### src/rtl/pgcu_pkg.sv
`default_nettype none
// ----------------------------------------------------------------------------
// pgcu_pkg
// Shared constants, codes and beat types of the periodic grid cubic upsampler.
// ----------------------------------------------------------------------------
package pgcu_pkg;

   localparam int MAX_ROWS   = 64;
   localparam int MAX_COLS   = 64;
   localparam int MAX_FACTOR = 8;

   localparam int ROW_IW     = $clog2(MAX_ROWS);
   localparam int COL_IW     = $clog2(MAX_COLS);
   localparam int ROW_CW     = $clog2(MAX_ROWS + 1);
   localparam int COL_CW     = $clog2(MAX_COLS + 1);
   localparam int FACT_W     = $clog2(MAX_FACTOR + 1);
   localparam int GRID_DEPTH = MAX_ROWS * MAX_COLS;
   localparam int ADDR_W     = $clog2(GRID_DEPTH);

   localparam int POS_W  = 9;
   localparam int FRAC_W = 16;
   localparam int DIV_W  = POS_W + FRAC_W;

   localparam logic CMD_WRITE  = 1'b0;
   localparam logic CMD_INTERP = 1'b1;

   localparam logic [1:0] ST_OK    = 2'd0;
   localparam logic [1:0] ST_RANGE = 2'd1;
   localparam logic [1:0] ST_SAT   = 2'd2;

   localparam logic [1:0] KIND_WRITE  = 2'd0;
   localparam logic [1:0] KIND_INTERP = 2'd1;
   localparam logic [1:0] KIND_ERROR  = 2'd2;

   localparam logic [1:0] REG_ROWS  = 2'd0;
   localparam logic [1:0] REG_COLS  = 2'd1;
   localparam logic [1:0] REG_RFACT = 2'd2;
   localparam logic [1:0] REG_CFACT = 2'd3;

   typedef struct packed {
      logic              cmd;
      logic [8:0]        row;
      logic [8:0]        col;
      logic signed [31:0] sample;
   } req_type;

   typedef struct packed {
      logic signed [31:0] result;
      logic [1:0]         status;
   } rsp_type;

   typedef struct packed {
      logic [6:0] rows_in_use;
      logic [6:0] cols_in_use;
      logic [3:0] row_factor;
      logic [3:0] col_factor;
   } cfg_type;

   typedef struct packed {
      logic [1:0]        kind;
      logic [ADDR_W-1:0] waddr;
      logic [31:0]       sample;
      logic [ROW_IW-1:0] rm;
      logic [ROW_IW-1:0] r;
      logic [ROW_IW-1:0] rp;
      logic [ROW_IW-1:0] rpp;
      logic [COL_IW-1:0] cm;
      logic [COL_IW-1:0] c;
      logic [COL_IW-1:0] cp;
      logic [COL_IW-1:0] cpp;
      logic [FRAC_W-1:0] xf;
      logic [FRAC_W-1:0] yf;
   } job_type;

endpackage
`default_nettype wire

### src/rtl/pgcu_queue.sv
`default_nettype none
// ----------------------------------------------------------------------------
// pgcu_queue
// Two-entry job queue between the front and the back.
// ----------------------------------------------------------------------------
module pgcu_queue (
   input  logic              clock,
   input  logic              reset,
   input  logic              in_valid,
   output logic              in_ready,
   input  pgcu_pkg::job_type in_data,
   output logic              out_valid,
   input  logic              out_ready,
   output pgcu_pkg::job_type out_data
);
   import pgcu_pkg::*;

   job_type    slot_ff [2];
   logic       wp_ff, wp_in, rp_ff, rp_in;
   logic [1:0] count_ff, count_in;
   logic       push, pop;

   assign in_ready  = (count_ff != 2'd2);
   assign out_valid = (count_ff != 2'd0);
   assign out_data  = slot_ff[rp_ff];
   assign push      = in_valid && in_ready;
   assign pop       = out_valid && out_ready;

   always_comb begin
      wp_in    = push ? ~wp_ff : wp_ff;
      rp_in    = pop ? ~rp_ff : rp_ff;
      count_in = count_ff + {1'b0, push} - {1'b0, pop};
   end

   always_ff @(posedge clock) begin
      if (reset) begin
         wp_ff    <= 1'b0;
         rp_ff    <= 1'b0;
         count_ff <= 2'd0;
      end else begin
         wp_ff    <= wp_in;
         rp_ff    <= rp_in;
         count_ff <= count_in;
      end
      if (push) slot_ff[wp_ff] <= in_data;
   end

endmodule
`default_nettype wire

### config.mk
export PLATFORM = sky130hd
export DESIGN_NAME = pgcu_queue
export DESIGN_NICKNAME = d
export VERILOG_FILES = /design/src/rtl/pgcu_pkg.sv /design/src/rtl/pgcu_queue.sv
export SDC_FILE = /design/constraint.sdc
export NUM_CORES = 1
export LEC_CHECK = 0
export BUFFER_PORTS_ARGS = -buffer_cell sky130_fd_sc_hd__buf_2
export CELL_PAD_IN_SITES_DETAIL_PLACEMENT = 1
export CELL_PAD_IN_SITES_GLOBAL_PLACEMENT = 2
export CORE_UTILIZATION = 38
export DETAILED_ROUTE_END_ITERATION = 10
export GPL_TIMING_DRIVEN = 1
export PLACE_DENSITY = 0.77
export SETUP_SLACK_MARGIN = 0.3
export SYNTH_ARGS = -nofsm -noshare
export SYNTH_HDL_FRONTEND = slang
export SYNTH_SLANG_ARGS = --single-unit
### constraint.sdc
create_clock -name clock -period 8 [get_ports clock]
set_input_delay 0.8 -clock clock [delete_from_list [all_inputs] [get_ports clock]]
set_output_delay 0.8 -clock clock [all_outputs]
set_load 0.1 [all_outputs]
; ---- After elaboration in Yosys (flattened, before gate mapping)
; Memory sizes are Yosys's and may differ from the RTL's. A register that Yosys moved wholly into a read port is not among the register bits.
; Index checks and enable logic that the tools add are counted.
[totals]
input_bits = 130
mem_bits_rw = 252
reg_bits = 4
output_inout_bits = 128
wordCells = 16
mem_count = 1
[op_classes]
n_bitwise = 2
eq_ne = 1
n_reduce_logical = 3
addsub = 2
muxes = 4
[mem_list]
columns = memory, words, word_bits, rd, rd_clocked_by_memory_dff, write_ports, line_no
row1 = slot_ff, 2, 126, 1, 1, 1, pgcu_queue.sv:18  ; job_type slot_ff [2];
[op_table]
columns = operator, count
row1 = 2-to-1 mux 1 bit, 4
row2 = adder 2 x 1 -> 2 bit, 1
row3 = logical AND 1 bit, 2
row4 = "inequality test 2 bit, second input constant", 1
row5 = inverter 1 bit, 2
row6 = nonzero test 2 bit, 1
row7 = subtractor 2 x 1 -> 2 bit, 1

; ---- Longest topological paths before layout
[logic_depth]
ltp_word = 4
mapped_depth = 8
mapped_depth_nobuf = 8

; ---- Worst setup path before layout
; Ideal clock, no wire load.
[synth_path]
path_type = reg2reg
from = register count_ff[0]
to = memory slot_ff[0][0] in the netlist's numbering, enable pin
stages_incl_launch_ff = 4
synth_period_minus_slack_ns = 7.277
required_ns = 7.387
path_buffers = 0
setup_ns = 0.613
t_arrival_ns = 6.663
path_slack_ns = 0.723
path_cell_list = dfxtp_1 nand2b_1 nand2_1 nor2_1
[synth_via]
elab_chain_len = 4
[synth_rtl]
columns = item, line_no
row1 = from (decl), pgcu_queue.sv:20  ; logic [1:0] count_ff, count_in;
row2 = from (signal assigned), pgcu_queue.sv:43  ; count_ff <= count_in;
row3 = inequality test 2 bit, pgcu_queue.sv:23  ; assign in_ready = (count_ff != 2'd2);
row4 = via in_ready, pgcu_queue.sv:10  ; output logic in_ready,
row5 = logical AND 1 bit, pgcu_queue.sv:26  ; assign push = in_valid && in_ready;
row6 = 2-to-1 mux 1 bit, pgcu_queue.sv:45  ; if (push) slot_ff[wp_ff] <= in_data;
row7 = 2-to-1 mux 1 bit (not written as such), pgcu_queue.sv:45
row8 = to (decl), pgcu_queue.sv:18
; The timed path passes the listed nets, and every way through them passes these cells.

==> flow_metrics.py <==
metrics = {
    "run_status": {
        "outcome": "complete, no violations",
    },
    "yosys": {
        "syn_nets": 548,
        "synth_top_area_frac": 0.7989,
        "synth_adder_area_share": 0.002642,
        "ys_seq_area_frac": 0.8095,
        "yosys-top-cells-count": "252 x edfxtp_1, 87 x mux2_2, 40 x mux2_4",
        "synthFlopType": "edfxtp_1",
        "synth_xor_xnor_area_share": 0.002774,
        "ys_types": 17,
        "synth-simple-area-share": 0.005680,
        "synth_area_mm2": 0.009472,
        "synth_compound_area_frac": 0.0007926,
        "yosysMostFrequentCell": "edfxtp_1",
        "synth_cells": 416,
        "avgSynthCellArea_um2": 22.77,
        "synth_top_family_by_area": "multiplexers",
        "synth-edff-count": 252,
        "muxShareOfSynthArea": 0.1668,
        "synth_top_cell_by_area": "edfxtp_1",
        "ys_async_sr_fraction": 0,
        "netlist_top_cells_area": "edfxtp_1 80%, mux2_2 10%, mux2_4 6.3%, dfxtp_1 1.1%, buf_6 0.71%",
        "ys_ff_latch": 257,
        "ys.warnings.count": 0,
    },
    "drt": {
        "drt-initial-drc-count": 243,
        "drt-pass1-iter-count": 4,
        "wire_per_inst_um": 18.47,
        "via_count": 4832,
        "antenna_left": 0,
        "drc_errors": 0,
        "post_drt_via_cell_ratio": 4.646,
        "drt-total-wl_mm": 19.21,
    },
    "clock_network": {
        "cts_setup_buffers": 0,
        "clock_latency_ps": 530,
        "h-tree-depth": 1,
        "clkTransAtPathRegs_ps": 60,
        "clockBufferDepth": 3,
        "root_buffer": "clkbuf_16",
        "numCtsBuffers": 28,
        "post_cts_resized": 0,
        "cts_tree": "yes",
        "cts_hold_buf": 0,
        "cts.sinks": 257,
    },
    "die": {
        "io_pins": 258,
        "design.core.area_mm2": 0.02439,
        "row_count": 57,
        "die_area_mm2": 0.02556,
        "die_h_um": 159.9,
        "die_width_um": 159.9,
        "initial_core_util": 0.3883,
    },
    "finish": {
        "area_growth_pct": 26.51,
        "nets": 825,
        "seq_area_mm2": 0.007671,
        "multi_input_area_mm2": 0.001705,
        "fillers": 2375,
        "drive_gt1_frac": 0.6028,
    },
    "timing": {
        "finalHoldViolCount": 0,
        "min_period_over_period": 0.4992,
        "rsz0062_at_grt": "no",
        "setup_viol": 0,
        "finalMaxSlewViolations": 0,
        "finalSetupTns_ps": 0,
        "tightest_slew_ps": 1096,
        "max_freq_ghz": 0.2504,
        "skew_ps": 9.966,
        "slew_headroom": 0.2692,
        "fin_crit_ps": 3993,
    },
    "min_path": {
        "hold_path_class": "primary input to flip-flop",
        "hp-start": "in_data[84]",
        "hold-path-cell-count": 1,
        "hold_end": "slot_ff[1][84]",
    },
    "setup_path": {
        "cp_max_fo": 71,
        "cp.arrival_ps": 3190,
        "crit_type": "flip-flop to output pin",
        "regToRegSetupSlack_ps": 4770,
        "crit_path_end_kind": "output pin",
        "worstPathRequired_ps": 7200,
        "reg2reg_depth": 5,
        "cp-start-kind": "flip-flop",
        "reg2reg_from": "count_ff[0]",
        "crit-reg2reg-capture": "slot_ff[0][41]",
    },
    "global_routing": {
        "grt.overflow.total": 0,
        "grt_max_degree": 72,
        "grt_usage": 0.1479,
        "first_global_vias": 5349,
        "grt_pass1_wl_mm": 29.61,
        "antenna_found_initial": 4,
    },
    "placed_design": {
        "dp_hpwl_mm": 12.86,
        "numPortBuffers": 257,
        "gp_congestion": 0.7238,
    },
    "job": {
        "drv_cap": 0,
    },
}
==> cells in the final DEF, fill, tap and decap left out <==
cell and n:
and3_4 1, buf_2 257, buf_4 4, bufinv_16 2, clkbuf_1 6, clkbuf_16 29, clkinv_1 7, clkinv_2 7
clkinv_4 1, dfxtp_1 4, dfxtp_4 1, diode_2 1, edfxtp_1 252, ha_1 2, inv_1 1, mux2_2 87
mux2_4 40, nand2_1 1, nand2b_1 1, nor2_1 4, nor2_4 1, nor2b_1 2, o21a_1 1, or2_2 1
xnor2_1 2, xor2_1 1
==> worst max-delay path, stage by stage, from the launching register on <==
cell     delay (ps)
dfxtp_4        1070
buf_4           770
mux2_2          290
buf_2           430
==> cell families after synthesis <==
logic type               count (synthesis)
AO/OA/AOI/OAI                            1
multiplexers                           127
XOR/XNOR                                 3
buffers and inverters                   15
adder cells (fa/ha/maj)                  2
flip-flops                             257
AND/OR/NAND/NOR                         11
==> state kept, by name, indices dropped and copies added (netlist names), named ones only <==
signal / cells
count_ff: 2
rp_ff: 1
slot_ff: 252
wp_ff: 1
==> how the worst max path moves through the flow <==
stage	start	end	slack (ps)
finish	flip-flop	out_data[56]	4010
global route	flip-flop	out_data[56]	3790
CTS	flip-flop	out_data[72]	3910
detailed placement	in_valid	slot_ff[0][41]	4360
global placement	in_valid	slot_ff[0][39]	4470
floorplan	count_ff[0]	slot_ff[0][0]	720
==> stage by stage <==
step | hold slack, ps | area (µm²) | setup WS (ps) | std cells | util
CTS | 423.3 | 11980 | 3905 | 1039 | 0.4912
floorplan | 481.0 | 9472 | 723.5 | 416 | -
global placement | 493.3 | 11100 | 4470 | 987 | 0.4552
global route | 427.5 | 11980 | 3788 | 1039 | 0.4912
detailed placement | 506.1 | 11100 | 4356 | 987 | 0.4552
finish | 451.7 | 11980 | 4007 | 1040 | 0.4913
==> metal layers <==
layer  share of wire  wire length [µm]  global-route usage  vias up
li1                -                 -                   -     2212
met1            0.39              7453              0.1723     2373
met2            0.50              9644              0.2592      192
met3           0.084              1608             0.04909       49
met4           0.023               445             0.04286        6
met5          0.0028                53                   0        -
==> final cells by class <==
type                            count  area share
Inverter                            1   0.0003133
Sequential cell                   257      0.6402
Clock inverter                     17     0.01086
Clock buffer                       35     0.06244
Antenna cell                        1   0.0002088
Timing Repair Buffer              261      0.1098
Multi-Input combinational cell    144      0.1423
Tap cell                          324     0.03383
Power is left out: the tool's default activity adds up to more than one toggle a clock period on the data nets, which glitch-free logic cannot reach.
