===== src/rtl/pgcu_pkg.sv =====
`default_nettype none
// ----------------------------------------------------------------------------
// pgcu_pkg
// Shared constants, codes and beat types of the periodic grid cubic upsampler.
// ----------------------------------------------------------------------------
package pgcu_pkg;

   localparam int MAX_ROWS   = 64;
   localparam int MAX_COLS   = 64;
   localparam int MAX_FACTOR = 8;

   localparam int ROW_IW     = $clog2(MAX_ROWS);
   localparam int COL_IW     = $clog2(MAX_COLS);
   localparam int ROW_CW     = $clog2(MAX_ROWS + 1);
   localparam int COL_CW     = $clog2(MAX_COLS + 1);
   localparam int FACT_W     = $clog2(MAX_FACTOR + 1);
   localparam int GRID_DEPTH = MAX_ROWS * MAX_COLS;
   localparam int ADDR_W     = $clog2(GRID_DEPTH);

   localparam int POS_W  = 9;
   localparam int FRAC_W = 16;
   localparam int DIV_W  = POS_W + FRAC_W;

   localparam logic CMD_WRITE  = 1'b0;
   localparam logic CMD_INTERP = 1'b1;

   localparam logic [1:0] ST_OK    = 2'd0;
   localparam logic [1:0] ST_RANGE = 2'd1;
   localparam logic [1:0] ST_SAT   = 2'd2;

   localparam logic [1:0] KIND_WRITE  = 2'd0;
   localparam logic [1:0] KIND_INTERP = 2'd1;
   localparam logic [1:0] KIND_ERROR  = 2'd2;

   localparam logic [1:0] REG_ROWS  = 2'd0;
   localparam logic [1:0] REG_COLS  = 2'd1;
   localparam logic [1:0] REG_RFACT = 2'd2;
   localparam logic [1:0] REG_CFACT = 2'd3;

   typedef struct packed {
      logic              cmd;
      logic [8:0]        row;
      logic [8:0]        col;
      logic signed [31:0] sample;
   } req_type;

   typedef struct packed {
      logic signed [31:0] result;
      logic [1:0]         status;
   } rsp_type;

   typedef struct packed {
      logic [6:0] rows_in_use;
      logic [6:0] cols_in_use;
      logic [3:0] row_factor;
      logic [3:0] col_factor;
   } cfg_type;

   typedef struct packed {
      logic [1:0]        kind;
      logic [ADDR_W-1:0] waddr;
      logic [31:0]       sample;
      logic [ROW_IW-1:0] rm;
      logic [ROW_IW-1:0] r;
      logic [ROW_IW-1:0] rp;
      logic [ROW_IW-1:0] rpp;
      logic [COL_IW-1:0] cm;
      logic [COL_IW-1:0] c;
      logic [COL_IW-1:0] cp;
      logic [COL_IW-1:0] cpp;
      logic [FRAC_W-1:0] xf;
      logic [FRAC_W-1:0] yf;
   } job_type;

endpackage
`default_nettype wire


===== src/rtl/pgcu_front.sv =====
`default_nettype none
// ----------------------------------------------------------------------------
// pgcu_front
// Accepts request beats, range-checks them and, for interpolation, divides
// the output position by the factor to get the source cell and Q0.16 fraction.
// ----------------------------------------------------------------------------
module pgcu_front (
   input  logic              clock,
   input  logic              reset,
   input  pgcu_pkg::cfg_type cfg,
   input  logic              hold,
   input  logic              req_valid,
   output logic              req_ready,
   input  pgcu_pkg::req_type req_data,
   output logic              job_valid,
   input  logic              job_ready,
   output pgcu_pkg::job_type job_data
);
   import pgcu_pkg::*;

   localparam logic [1:0] F_IDLE = 2'd0;
   localparam logic [1:0] F_DIV  = 2'd1;
   localparam logic [1:0] F_PUSH = 2'd2;
   localparam int CNT_W = $clog2(DIV_W + 1);

   logic [1:0]        state_ff, state_in;
   req_type           item_ff, item_in;
   logic [ROW_CW-1:0] nr_ff, nr_in;
   logic [COL_CW-1:0] nc_ff, nc_in;
   logic [FACT_W-1:0] rf_ff, rf_in, cf_ff, cf_in;
   logic [CNT_W-1:0]  cnt_ff, cnt_in;
   logic [DIV_W-1:0]  rquo_ff, rquo_in, cquo_ff, cquo_in;
   logic [FACT_W-1:0] rrem_ff, rrem_in, crem_ff, crem_in;

   logic [FACT_W:0]   rtry, ctry;
   logic              err_write, err_interp;
   logic [ROW_CW:0]   r_w, rm_w, rp_w, rpp_w, nr_w;
   logic [COL_CW:0]   c_w, cm_w, cp_w, cpp_w, nc_w;

   assign req_ready = (state_ff == F_IDLE) && !hold;
   assign job_valid = (state_ff == F_PUSH);

   always_comb begin
      rtry = {rrem_ff, rquo_ff[DIV_W-1]};
      ctry = {crem_ff, cquo_ff[DIV_W-1]};
   end

   always_comb begin
      err_write  = (16'(item_ff.row) >= 16'(nr_ff)) || (16'(item_ff.col) >= 16'(nc_ff));
      err_interp = (16'(item_ff.row) >= 16'(rf_ff) * 16'(nr_ff)) ||
                   (16'(item_ff.col) >= 16'(cf_ff) * 16'(nc_ff));
   end

   // Neighbor indices wrap around the grid in use.
   always_comb begin
      nr_w  = (ROW_CW+1)'(nr_ff);
      nc_w  = (COL_CW+1)'(nc_ff);
      r_w   = (ROW_CW+1)'(rquo_ff[DIV_W-1:FRAC_W]);
      c_w   = (COL_CW+1)'(cquo_ff[DIV_W-1:FRAC_W]);
      rm_w  = (r_w == '0) ? nr_w - 1'b1 : r_w - 1'b1;
      rp_w  = r_w + 1'b1;
      if (rp_w >= nr_w) rp_w = rp_w - nr_w;
      rpp_w = r_w + 2'd2;
      if (rpp_w >= nr_w) rpp_w = rpp_w - nr_w;
      if (rpp_w >= nr_w) rpp_w = rpp_w - nr_w;
      cm_w  = (c_w == '0) ? nc_w - 1'b1 : c_w - 1'b1;
      cp_w  = c_w + 1'b1;
      if (cp_w >= nc_w) cp_w = cp_w - nc_w;
      cpp_w = c_w + 2'd2;
      if (cpp_w >= nc_w) cpp_w = cpp_w - nc_w;
      if (cpp_w >= nc_w) cpp_w = cpp_w - nc_w;
   end

   always_comb begin
      job_data        = '0;
      job_data.waddr  = ADDR_W'(32'(item_ff.row) * 32'(MAX_COLS) + 32'(item_ff.col));
      job_data.sample = item_ff.sample;
      job_data.rm     = ROW_IW'(rm_w);
      job_data.r      = ROW_IW'(r_w);
      job_data.rp     = ROW_IW'(rp_w);
      job_data.rpp    = ROW_IW'(rpp_w);
      job_data.cm     = COL_IW'(cm_w);
      job_data.c      = COL_IW'(c_w);
      job_data.cp     = COL_IW'(cp_w);
      job_data.cpp    = COL_IW'(cpp_w);
      job_data.xf     = rquo_ff[FRAC_W-1:0];
      job_data.yf     = cquo_ff[FRAC_W-1:0];
      if (item_ff.cmd == CMD_WRITE) begin
         job_data.kind = err_write ? KIND_ERROR : KIND_WRITE;
      end else begin
         job_data.kind = err_interp ? KIND_ERROR : KIND_INTERP;
      end
   end

   always_comb begin
      state_in = state_ff;
      item_in  = item_ff;
      nr_in    = nr_ff;
      nc_in    = nc_ff;
      rf_in    = rf_ff;
      cf_in    = cf_ff;
      cnt_in   = cnt_ff;
      rquo_in  = rquo_ff;
      cquo_in  = cquo_ff;
      rrem_in  = rrem_ff;
      crem_in  = crem_ff;
      unique case (state_ff)
         F_IDLE: begin
            if (req_valid && req_ready) begin
               item_in = req_data;
               if (cfg.rows_in_use == '0) nr_in = ROW_CW'(1);
               else if (16'(cfg.rows_in_use) > 16'(MAX_ROWS)) nr_in = ROW_CW'(MAX_ROWS);
               else nr_in = ROW_CW'(cfg.rows_in_use);
               if (cfg.cols_in_use == '0) nc_in = COL_CW'(1);
               else if (16'(cfg.cols_in_use) > 16'(MAX_COLS)) nc_in = COL_CW'(MAX_COLS);
               else nc_in = COL_CW'(cfg.cols_in_use);
               if (cfg.row_factor == '0) rf_in = FACT_W'(1);
               else if (16'(cfg.row_factor) > 16'(MAX_FACTOR)) rf_in = FACT_W'(MAX_FACTOR);
               else rf_in = FACT_W'(cfg.row_factor);
               if (cfg.col_factor == '0) cf_in = FACT_W'(1);
               else if (16'(cfg.col_factor) > 16'(MAX_FACTOR)) cf_in = FACT_W'(MAX_FACTOR);
               else cf_in = FACT_W'(cfg.col_factor);
               cnt_in  = '0;
               rquo_in = {req_data.row, {FRAC_W{1'b0}}};
               cquo_in = {req_data.col, {FRAC_W{1'b0}}};
               rrem_in = '0;
               crem_in = '0;
               state_in = (req_data.cmd == CMD_WRITE) ? F_PUSH : F_DIV;
            end
         end
         F_DIV: begin
            // One quotient bit per beat; the low 16 quotient bits are the fraction.
            if (rtry >= {1'b0, rf_ff}) begin
               rrem_in = FACT_W'(rtry - {1'b0, rf_ff});
               rquo_in = {rquo_ff[DIV_W-2:0], 1'b1};
            end else begin
               rrem_in = FACT_W'(rtry);
               rquo_in = {rquo_ff[DIV_W-2:0], 1'b0};
            end
            if (ctry >= {1'b0, cf_ff}) begin
               crem_in = FACT_W'(ctry - {1'b0, cf_ff});
               cquo_in = {cquo_ff[DIV_W-2:0], 1'b1};
            end else begin
               crem_in = FACT_W'(ctry);
               cquo_in = {cquo_ff[DIV_W-2:0], 1'b0};
            end
            cnt_in = cnt_ff + 1'b1;
            if (cnt_ff == CNT_W'(DIV_W - 1)) state_in = F_PUSH;
         end
         F_PUSH: begin
            if (job_ready) state_in = F_IDLE;
         end
         default: state_in = F_IDLE;
      endcase
   end

   always_ff @(posedge clock) begin
      if (reset) begin
         state_ff <= F_IDLE;
      end else begin
         state_ff <= state_in;
      end
      item_ff <= item_in;
      nr_ff   <= nr_in;
      nc_ff   <= nc_in;
      rf_ff   <= rf_in;
      cf_ff   <= cf_in;
      cnt_ff  <= cnt_in;
      rquo_ff <= rquo_in;
      cquo_ff <= cquo_in;
      rrem_ff <= rrem_in;
      crem_ff <= crem_in;
   end

endmodule
`default_nettype wire


===== config.mk =====
export PLATFORM = sky130hd
export DESIGN_NAME = pgcu_front
export DESIGN_NICKNAME = d
export VERILOG_FILES = /design/src/rtl/pgcu_pkg.sv /design/src/rtl/pgcu_front.sv
export SDC_FILE = /design/constraint.sdc
export NUM_CORES = 1
export LEC_CHECK = 0
export BUFFER_PORTS_ARGS = -buffer_cell sky130_fd_sc_hd__buf_2
export CORE_MARGIN = 5
export CORE_UTILIZATION = 55
export DETAILED_ROUTE_END_ITERATION = 7
export PLACE_DENSITY = 0.82
export SLEW_MARGIN = 20
export SYNTH_ARGS = -nofsm -noshare
export SYNTH_HDL_FRONTEND = slang
export SYNTH_SLANG_ARGS = --single-unit

===== constraint.sdc =====
create_clock -name clock -period 11.7 [get_ports clock]
set_input_delay 2.34 -clock clock [delete_from_list [all_inputs] [get_ports clock]]
set_output_delay 2.34 -clock clock [all_outputs]
set_load 0.01 [all_outputs]

# Yosys cells after proc, flatten, opt, wreduce, memory -nomap -nowiden
# Index checks and enable logic that the tools add are counted.
# word_totals
register_bits	138
latch_bits	0
ram_bits	0
romBits	0
in_bits	78
elab_cells	113
n_memories	0
# classes
n_addsub	18
mul	2
n_div	0
order_cmp	16
n_eq_ne	6
shift	0
muxes	33
bitwise_logic	0
n_reduce_logical	20
# ops
op	count
$pmux W25 S2	2
$mux W25	2
$ge A8 B7 Y1	6
$mux W6	6
$sub A6 B1 Y6 const B	4
$sub A6 B6 Y6	4
$ge A9 B11 Y1	2
$mul A4 B7 Y11	2
$mux W4	5
$ge A9 B7 Y1	2
$add A8 B1 Y8 const B	2
$add A8 B2 Y8 const B	2
$logic_not A8 Y1	2
$mux W8	2
$pmux W4 S2	2
$sub A8 B7 Y8	2
$gt A7 B7 Y1 const B	2
$logic_not A7 Y1	2
$mux W2	7
$mux W7	2
$add A12 B9 Y12	1
$ge A5 B4 Y1	2
$pmux W5 S2	1
$gt A4 B4 Y1 const B	2
19 further kinds	29

# Logic depth before layout (Yosys ltp)
# Gate-level depths: netlist of the first run.
# logic_depth
ltp_word	5
mapped_depth	21
depth_no_buf	18

# Worst setup path after synthesis of the first run
# No wires, ideal clock.
# synth_path
kind	register -> output
from	register cquo_ff[17]
to	output job_data[37] (netlist name)
t_arrival_ns	4.458
required_time_ns	9.360
slack_ns	4.902
stages_incl_launch_ff	19
path_buffers	2
cell_sequence	edfxtp_1 -> ha_1 -> nand3_1 -> xnor2_1 -> ha_1 -> nand4_1 -> nor2_1 -> or4_1 -> buf_2 -> or2_1 -> buf_6 -> a21oi_1 -> ha_1 -> nor2b_1 -> o31a_1 -> or4b_2 -> nand3_1 -> mux2i_1 -> a211oi_1
# synth_rtl
element	line_no	source
from (decl)	pgcu_front.sv:32	logic [DIV_W-1:0] rquo_ff, rquo_in, cquo_ff, cquo_in;
from (signal assigned)	pgcu_front.sv:170	cquo_ff <= cquo_in;
to (decl)	pgcu_front.sv:17	output pgcu_pkg::job_type job_data

==> results.txt, run 1 <==
CTS Buffer Depth -> 2
Register Area -> 0.004124 mm^2
NumNets Final -> 1,512
Clock latency at the later pin of the worst-skew pair -> 410 ps
Clock Tree Root -> clkbuf_16
Layout Skew -> 8.785 ps
Post-route cell area -> 0.01271 mm^2
Sw Ratio -> 34.48%
Syn Nets -> 1,394
Routed Antenna Nets -> 0
Mapped Avg Cell Area -> 9.857 um^2
Core Util, Final -> 62.43%
Initial DRT Pass Iterations -> 6
Initial core utilization -> 56.24%
Leak pwr -> 5.594 nW
Slew Limit Headroom -> 45.74%
Type of origin of the critical path -> flip-flop
Overflow after GRT -> 0
PD cells -> 147.8 mW/mm^2
Critical path type -> flip-flop to output pin
Most used DFF post-synth -> edfxtp_1
Wire length per cell -> 17.56 um
Ports -> 206
Layout cell share with drive strength beyond 1 -> 20.57%
Die area -> 0.02381 mm^2
Max cap viols -> 0
Clock transition at path regs -> 60 ps
Cts bufs inserted -> 17
Reg power frac -> 33.1%
Gpl congestion -> 0.9418
Htree depth -> 4
Outcome -> complete, no violations
Chip height -> 154.3 um
Drc violations -> 0
Number of flops mapped to enable cells by yosys -> 136
Vias per std cell -> 5.691
Max VDD drop -> 132.3 uV
Worst Path Required -> 9360 ps
Worst-Margin Slew -> 808.1 ps
Die width -> 154.3 um
Synthesized cell area -> 0.01145 mm^2
Initial DRC Count -> 573
Postcts setup bufs -> 0
Final setup viols -> 0
CP Data Arrival Time -> 5330 ps
Slowest stage delay, CP -> 600 ps
Vias in the first global route -> 8,914
Max FO, Critical Path -> 9
First-pass GRT wire length -> 44.61 mm
Hold-fix buffers, CTS -> 0
Sink Count -> 138
Syn Inst Count -> 1,162
P&R area growth vs syn -> 11.00%
Sequential share of the synthesized area -> 36.01%
CP Capture Type -> output pin
CTS tree -> yes
Synth cell types -> 63
Overall Global Routing Usage -> 22.80%
Fmax -> 130.3 MHz
Multi-input logic area -> 0.006271 mm^2
Hold Worst Slack -> 554.6 ps
Setup tns final -> 0 ps
Filler instances -> 1,670
ANT cells -> 0
Final period util -> 65.58%
Slowest cell on crit path -> or4b_2
Max-slew violations -> 0
Post-CTS sizing -> 0
Core box area -> 0.02036 mm^2
CP cell instances -> ha_1 > nand3_1 > xnor2_1 > ha_1 > nand4_1 > nor2_1 > or4_1 > or2_1 > a21oi_1 > ha_1 > nor2b_1 > o31a_1 > or4b_2 > nand3_1 > mux2i_1 > a211oi_1 > buf_2
Async set-or-reset flop fraction in the synthesized netlist -> 0%
Cell mode on critical path -> ha_1
RSZ-0062 raised after global routing -> no
Ys Warns -> 0
Sw Pwr -> 0.0006478 W
FP Rows -> 52
HP Class -> flip-flop to flip-flop
Clock Power Share -> 29.4%
Total Wirelength -> 27.44 mm
Largest net degree at the start of global routing -> 38
P_int -> 0.001231 W
Antenna violations before repair -> 5
Final Hold Fails -> 0
Post-DP Area -> 0.01210 mm^2
Number of synthesized register bits -> 138
I/O Buffers -> 205
DP Wirelength -> 21.18 mm
Comb pwr share -> 37.6%
Period minus WS final -> 7673 ps
Via count -> 8,895
-- cells by family (layout without fill, tap and decap cells) --
logic type,count (synthesis),after routing,synth area share (%)
and+or+nand+nor,371,371,16.54
AOI/OAI and AO/OA,221,221,12.54
buffers and inverters,193,324,9.285
adders and majority gates,154,154,18.72
DFF,138,138,36.01
xor gates and xnor gates,60,60,4.588
muxes,25,25,2.316
-- worst max-delay path, delay by kind of cell (launching register included) --
| kind | cells | cell delay (ps) |
|---|---|---|
| AOI/OAI and AO/OA | 3 | 820 |
| xor gates and xnor gates | 1 | 290 |
| muxes | 1 | 80 |
| and+or+nand+nor | 8 | 2050 |
| adders and majority gates | 3 | 990 |
| buffers and inverters | 1 | 160 |
| DFF | 1 | 510 |
-- metal layers --
metal	global-route usage (%)	part of all wire, %	routed length (um)	vias to the layer above
li1	-	-	-	4302
met2	37.29	46	12740	355
met4	6.602	2.3	639	10
met3	5.728	8.4	2316	65
met1	30.21	43	11670	4163
met5	0	0.27	74	-
-- path summary, 6_finish.rpt --
check / from / slack [ps] / end / cells past startpoint
worst max-delay path: cquo_ff[18]$_DFFE_PP_ / 4030 / job_data[37] / 17
worst min-delay path: rquo_ff[14]$_SDFFCE_PN0P_ / 550 / rquo_ff[15]$_SDFFCE_PN0P_ / 1
worst max register to register: rf_ff[1]$_SDFFCE_PP0P_ / 9240 / rrem_ff[2]$_SDFFCE_PN0P_ / 8
worst min register to register: rquo_ff[14]$_SDFFCE_PN0P_ / 550 / rquo_ff[15]$_SDFFCE_PN0P_ / 1
-- cell usage in the layout, fill, tap and decap left out, drive strengths merged, types with 5 or more instances in the layout --
cell	n
buf	209
edfxtp	136
ha	125
nor2	95
inv	88
nand2	80
o21ai	58
and2	48
a21oi	38
nor2b	37
xnor2	35
fa	29
xor2	25
nor3	21
a211oi	21
nand3	20
nand2b	19
clkbuf	17
o21a	16
a21o	14
mux2i	13
a31oi	12
mux2	12
o2111ai	8
o31a	8
or3	8
o22ai	8
nand4	7
a21boi	6
o211ai	5
-- cell type report --
type / count / area share (%)
well taps: 270 / 2.657
repair buffers: 209 / 8.306
flip-flops and latches: 138 / 32.44
multi-input cells: 831 / 49.33
clock buffers: 17 / 3.346
inverters: 83 / 2.451
clock inverters: 15 / 1.476
-- flip-flops by register name, indices dropped and copies added (netlist names) --
| signal | flops |
|---|---|
| cf_ff | 4 |
| cnt_ff | 5 |
| cquo_ff | 25 |
| crem_ff | 4 |
| item_ff | 19 |
| job_data | 32 |
| nc_ff | 7 |
| nr_ff | 7 |
| rf_ff | 4 |
| rquo_ff | 25 |
| rrem_ff | 4 |
| state_ff | 2 |
-- power by group through the flow --
stage | registers, W | clock network [W] | logic (W)
3_5_place_dp | 0.000629 | 0 | 0.000696
4_1_cts | 0.000620 | 0.000556 | 0.000704
3_3_place_gp | 0.000628 | 0 | 0.000686
5_1_grt | 0.000625 | 0.000582 | 0.000791
2_1_floorplan | 0.000614 | 0 | 0.000531
6_report | 0.000621 | 0.000552 | 0.000706
-- cell usage after synthesis, drive strengths merged, types with 7 or more instances --
library cell  instances  share of area (%)
edfxtp              136                 36
ha                  125                 14
nor2                 95                3.1
buf                  92                6.0
inv                  83                2.7
nand2                80                2.7
o21ai                58                2.5
and2                 48                2.6
a21oi                38                1.7
nor2b                37                2.0
xnor2                35                2.7
fa                   29                5.1
xor2                 25                1.9
a211oi               21                1.4
nor3                 21               0.92
nand3                20               0.92
nand2b               19                1.0
clkbuf               18               0.59
o21a                 16                1.0
a21o                 14               0.92
mux2i                13                1.1
a31oi                12               0.66
mux2                 12                1.2
o2111ai               8               0.61
o22ai                 8               0.44
o31a                  8               0.61
or3                   8               0.44
nand4                 7               0.38
-- stage by stage --
stage | setup slack [ps] | power [W] | instances
global route | 3561 | 0.001997 | 1563
floorplan | 4902 | 0.001145 | 1162
finish | 4027 | 0.001879 | 1563
detailed placement | 4465 | 0.001326 | 1531
CTS | 4030 | 0.001879 | 1563
global placement | 4596 | 0.001315 | 1531
No activity file was read; power rests on OpenSTA's default activity.
==> inputs of run 2 (changes only) <==
--- a/config.mk
+++ b/config.mk
@@ -7,9 +7,9 @@
 export LEC_CHECK = 0
 export BUFFER_PORTS_ARGS = -buffer_cell sky130_fd_sc_hd__buf_2
 export CORE_MARGIN = 5
-export CORE_UTILIZATION = 55
+export CORE_UTILIZATION = 52
 export DETAILED_ROUTE_END_ITERATION = 7
-export PLACE_DENSITY = 0.82
+export PLACE_DENSITY = 0.81
 export SLEW_MARGIN = 20
 export SYNTH_ARGS = -nofsm -noshare
 export SYNTH_HDL_FRONTEND = slang
==> constraint.sdc (replaced) <==
create_clock -name clock -period 6.2 [get_ports clock]
set_input_delay 1.24 -clock clock [delete_from_list [all_inputs] [get_ports clock]]
set_output_delay 1.24 -clock clock [all_outputs]
set_load 0.01 [all_outputs]
==> results.txt, run 2 (synthesis results as in run 1) <==
Outcome -> complete, no violations (unchanged)
Via count -> 9,208 (was 8,895)
Leak pwr -> 5.780 nW (was 5.594 nW)
Total Wirelength -> 29.13 mm (was 27.44 mm)
CTS Buffer Depth -> 2 (unchanged)
CP Capture Type -> output pin (unchanged)
Wire length per cell -> 18.09 um (was 17.56 um)
CP Data Arrival Time -> 4760 ps (was 5330 ps)
Max-slew violations -> 0 (unchanged)
NumNets Final -> 1,549 (was 1,512)
Period minus WS final -> 5995 ps
Final setup viols -> 0 (unchanged)
Commonest non-fill, non-tap cell in the layout -> buf_2 (unchanged)
HP Class -> flip-flop to flip-flop (unchanged)
Place WS -> 346.6 ps (was 4465 ps)
Placed cells -> 1,557 (was 1,531)
Chip height -> 158.4 um (was 154.3 um)
Layout cell share with drive strength beyond 1 -> 24.59% (was 20.57%)
Initial DRT Pass Iterations -> 5 (was 6)
Clock latency at the later pin of the worst-skew pair -> 410 ps (about the same)
Fmax -> 166.8 MHz
RSZ-0062 raised after global routing -> yes (was no)
Core Util, Final -> 60.28% (was 62.43%)
Filler instances -> 1,797 (was 1,670)
Initial DRC Count -> 506 (was 573)
Overflow after GRT -> 0 (unchanged)
Critical path type -> flip-flop to output pin (unchanged)
Gpl congestion -> 0.9265 (was 0.9418)
Max VDD drop -> 243.2 uV (was 132.3 uV)
Worst-Margin Slew -> 904.6 ps (was 808.1 ps)
Setup ws final -> 205.0 ps (was 4027 ps)
Die area -> 0.02509 mm^2 (was 0.02381 mm^2)
Slowest stage delay, CP -> 450 ps (was 600 ps)
Hold Worst Slack -> 547.9 ps (was 554.6 ps)
Ports -> 206 (unchanged)
CP cell instances -> ha_4 > xor2_1 > ha_1 > o21a_1 > o31a_1 > o31a_1 > or2_4 > a21o_1 > ha_1 > inv_1 > fa_1 > a211o_1 > o211ai_1 > a31oi_4 > nor3_2 > a22oi_1 > o21ai_0 > buf_2 (was ha_1 > nand3_1 > xnor2_1 > ha_1 > nand4_1 > nor2_1 > or4_1 > or2_1 > a21oi_1 > ha_1 > nor2b_1 > o31a_1 > or4b_2 > nand3_1 > mux2i_1 > a211oi_1 > buf_2)
Final period util -> 96.69%
Overall Global Routing Usage -> 22.99% (was 22.80%)
I/O Buffers -> 205 (unchanged)
Sink Count -> 138 (unchanged)
Die width -> 158.4 um (was 154.3 um)
Post-route cell area -> 0.01312 mm^2 (was 0.01271 mm^2)
Slew Limit Headroom -> 39.42% (was 45.74%)
Initial core utilization -> 52.65% (was 56.24%)
Cts bufs inserted -> 17 (unchanged)
Slowest cell on crit path -> edfxtp_1 (was or4b_2)
Antenna violations before repair -> 2 (was 5)
PD cells -> 273.9 mW/mm^2 (was 147.8 mW/mm^2)
Max FO, Critical Path -> 8 (was 9)
Largest net degree at the start of global routing -> 46 (was 38)
Type of origin of the critical path -> flip-flop (unchanged)
Drc violations -> 0 (unchanged)
P&R area growth vs syn -> 14.51% (was 11.00%)
Post-DP Area -> 0.01223 mm^2 (was 0.01210 mm^2)
Final Non-Filler Cells -> 1,610 (was 1,563)
First-pass GRT wire length -> 46.07 mm (was 44.61 mm)
DP Wirelength -> 22.66 mm (was 21.18 mm)
Layout Skew -> 10.16 ps (was 8.785 ps)
Core box area -> 0.02176 mm^2 (was 0.02036 mm^2)
Clock Tree Root -> clkbuf_16 (unchanged)
Vias per std cell -> 5.719 (was 5.691)
Clock transition at path regs -> 70 ps (was 60 ps)
ANT cells -> 0 (unchanged)
Commonest cells after routing, fill and taps aside -> buf_2 (205), edfxtp_1 (136), ha_1 (122) (was buf_2 (205), edfxtp_1 (136), ha_1 (125))
CTS tree -> yes (unchanged)
Vias in the first global route -> 8,936 (was 8,914)
Hold-fix buffers, CTS -> 0 (unchanged)
Max reg flops -> 32 (unchanged)
Multi-input logic area -> 0.006391 mm^2 (was 0.006271 mm^2)
Register Area -> 0.004124 mm^2 (unchanged)
Final Hold Fails -> 0 (unchanged)
Htree depth -> 4 (unchanged)
FP Rows -> 54 (was 52)
Max cap viols -> 0 (unchanged)
Routed Antenna Nets -> 0 (unchanged)
Worst Path Required -> 4960 ps (was 9360 ps)
## run 2: cell types whose count changed in the layout (fill, tap and decap cells not counted), sizes merged
cell and delta:
clkinvlp +1, clkinv +2, bufinv -1, buf +37
inv -2
## run 2: what timing repair did
item	4_1_cts	5_1_grt
pin swaps	0	7
resized for setup	4	27
setup endpoints to repair	6	14
endpoints found under the hold margin	0	0
setup buffers	6	15
## run 2: stage by stage
step	power [W]	TNS, ps
6_report	0.003592	0
5_1_grt	0.003812	-137.5
4_1_cts	0.003553	0
3_5_place_dp	0.002534	0
3_3_place_gp	0.002510	0
2_1_floorplan	0.002160	0
## run 2: where the power goes
group / internal (W) / leakage [nW] / total (W) / switching [W]
clock: 0.000599 / 0.285 / 0.00101 / 0.000406
combinational: 0.000621 / 4.19 / 0.00143 / 0.000810
sequential: 0.00111 / 1.31 / 0.00116 / 0.0000496
total: 0.00233 / 5.78 / 0.00359 / 0.00127
## run 2: path summary, 6_finish.rpt
check                                               from  cells after the start                        to  slack, ps
worst max-delay path               cquo_ff[17]$_DFFE_PP_                     18              job_data[34]        200
worst min-delay path            cquo_ff[2]$_SDFFCE_PN0P_                      1  cquo_ff[3]$_SDFFCE_PN0P_        550
worst min register to register  cquo_ff[2]$_SDFFCE_PN0P_                      1  cquo_ff[3]$_SDFFCE_PN0P_        550
worst max register to register  state_ff[1]$_SDFFE_PP0P_                      4    nc_ff[6]$_SDFFCE_PP0P_       3820
## run 2: layer usage
layer | GRT usage, % | wire (um)
met5 | 0 | 33
met1 | 30.47 | 12110
met4 | 6.621 | 617
met3 | 5.871 | 2651
met2 | 37.54 | 13720
## run 2: layout make-up
type                    instances  share of cell area (%)
clock inverters                15                   1.250
multi-input cells             831                   48.73
clock buffers                  17                   3.244
repair buffers                246                   10.23
well taps                     280                   2.671
flip-flops and latches        138                   31.44
inverters                      83                   2.433
## run 2: worst max-delay path: cells and delay by family, from the launching register on
| family | cells | cell delay, ps |
|---|---|---|
| AOI/OAI and AO/OA | 9 | 1790 |
| adders and majority gates | 4 | 1150 |
| buffers and inverters | 2 | 230 |
| and+or+nand+nor | 2 | 440 |
| xor gates and xnor gates | 1 | 280 |
| DFF | 1 | 450 |
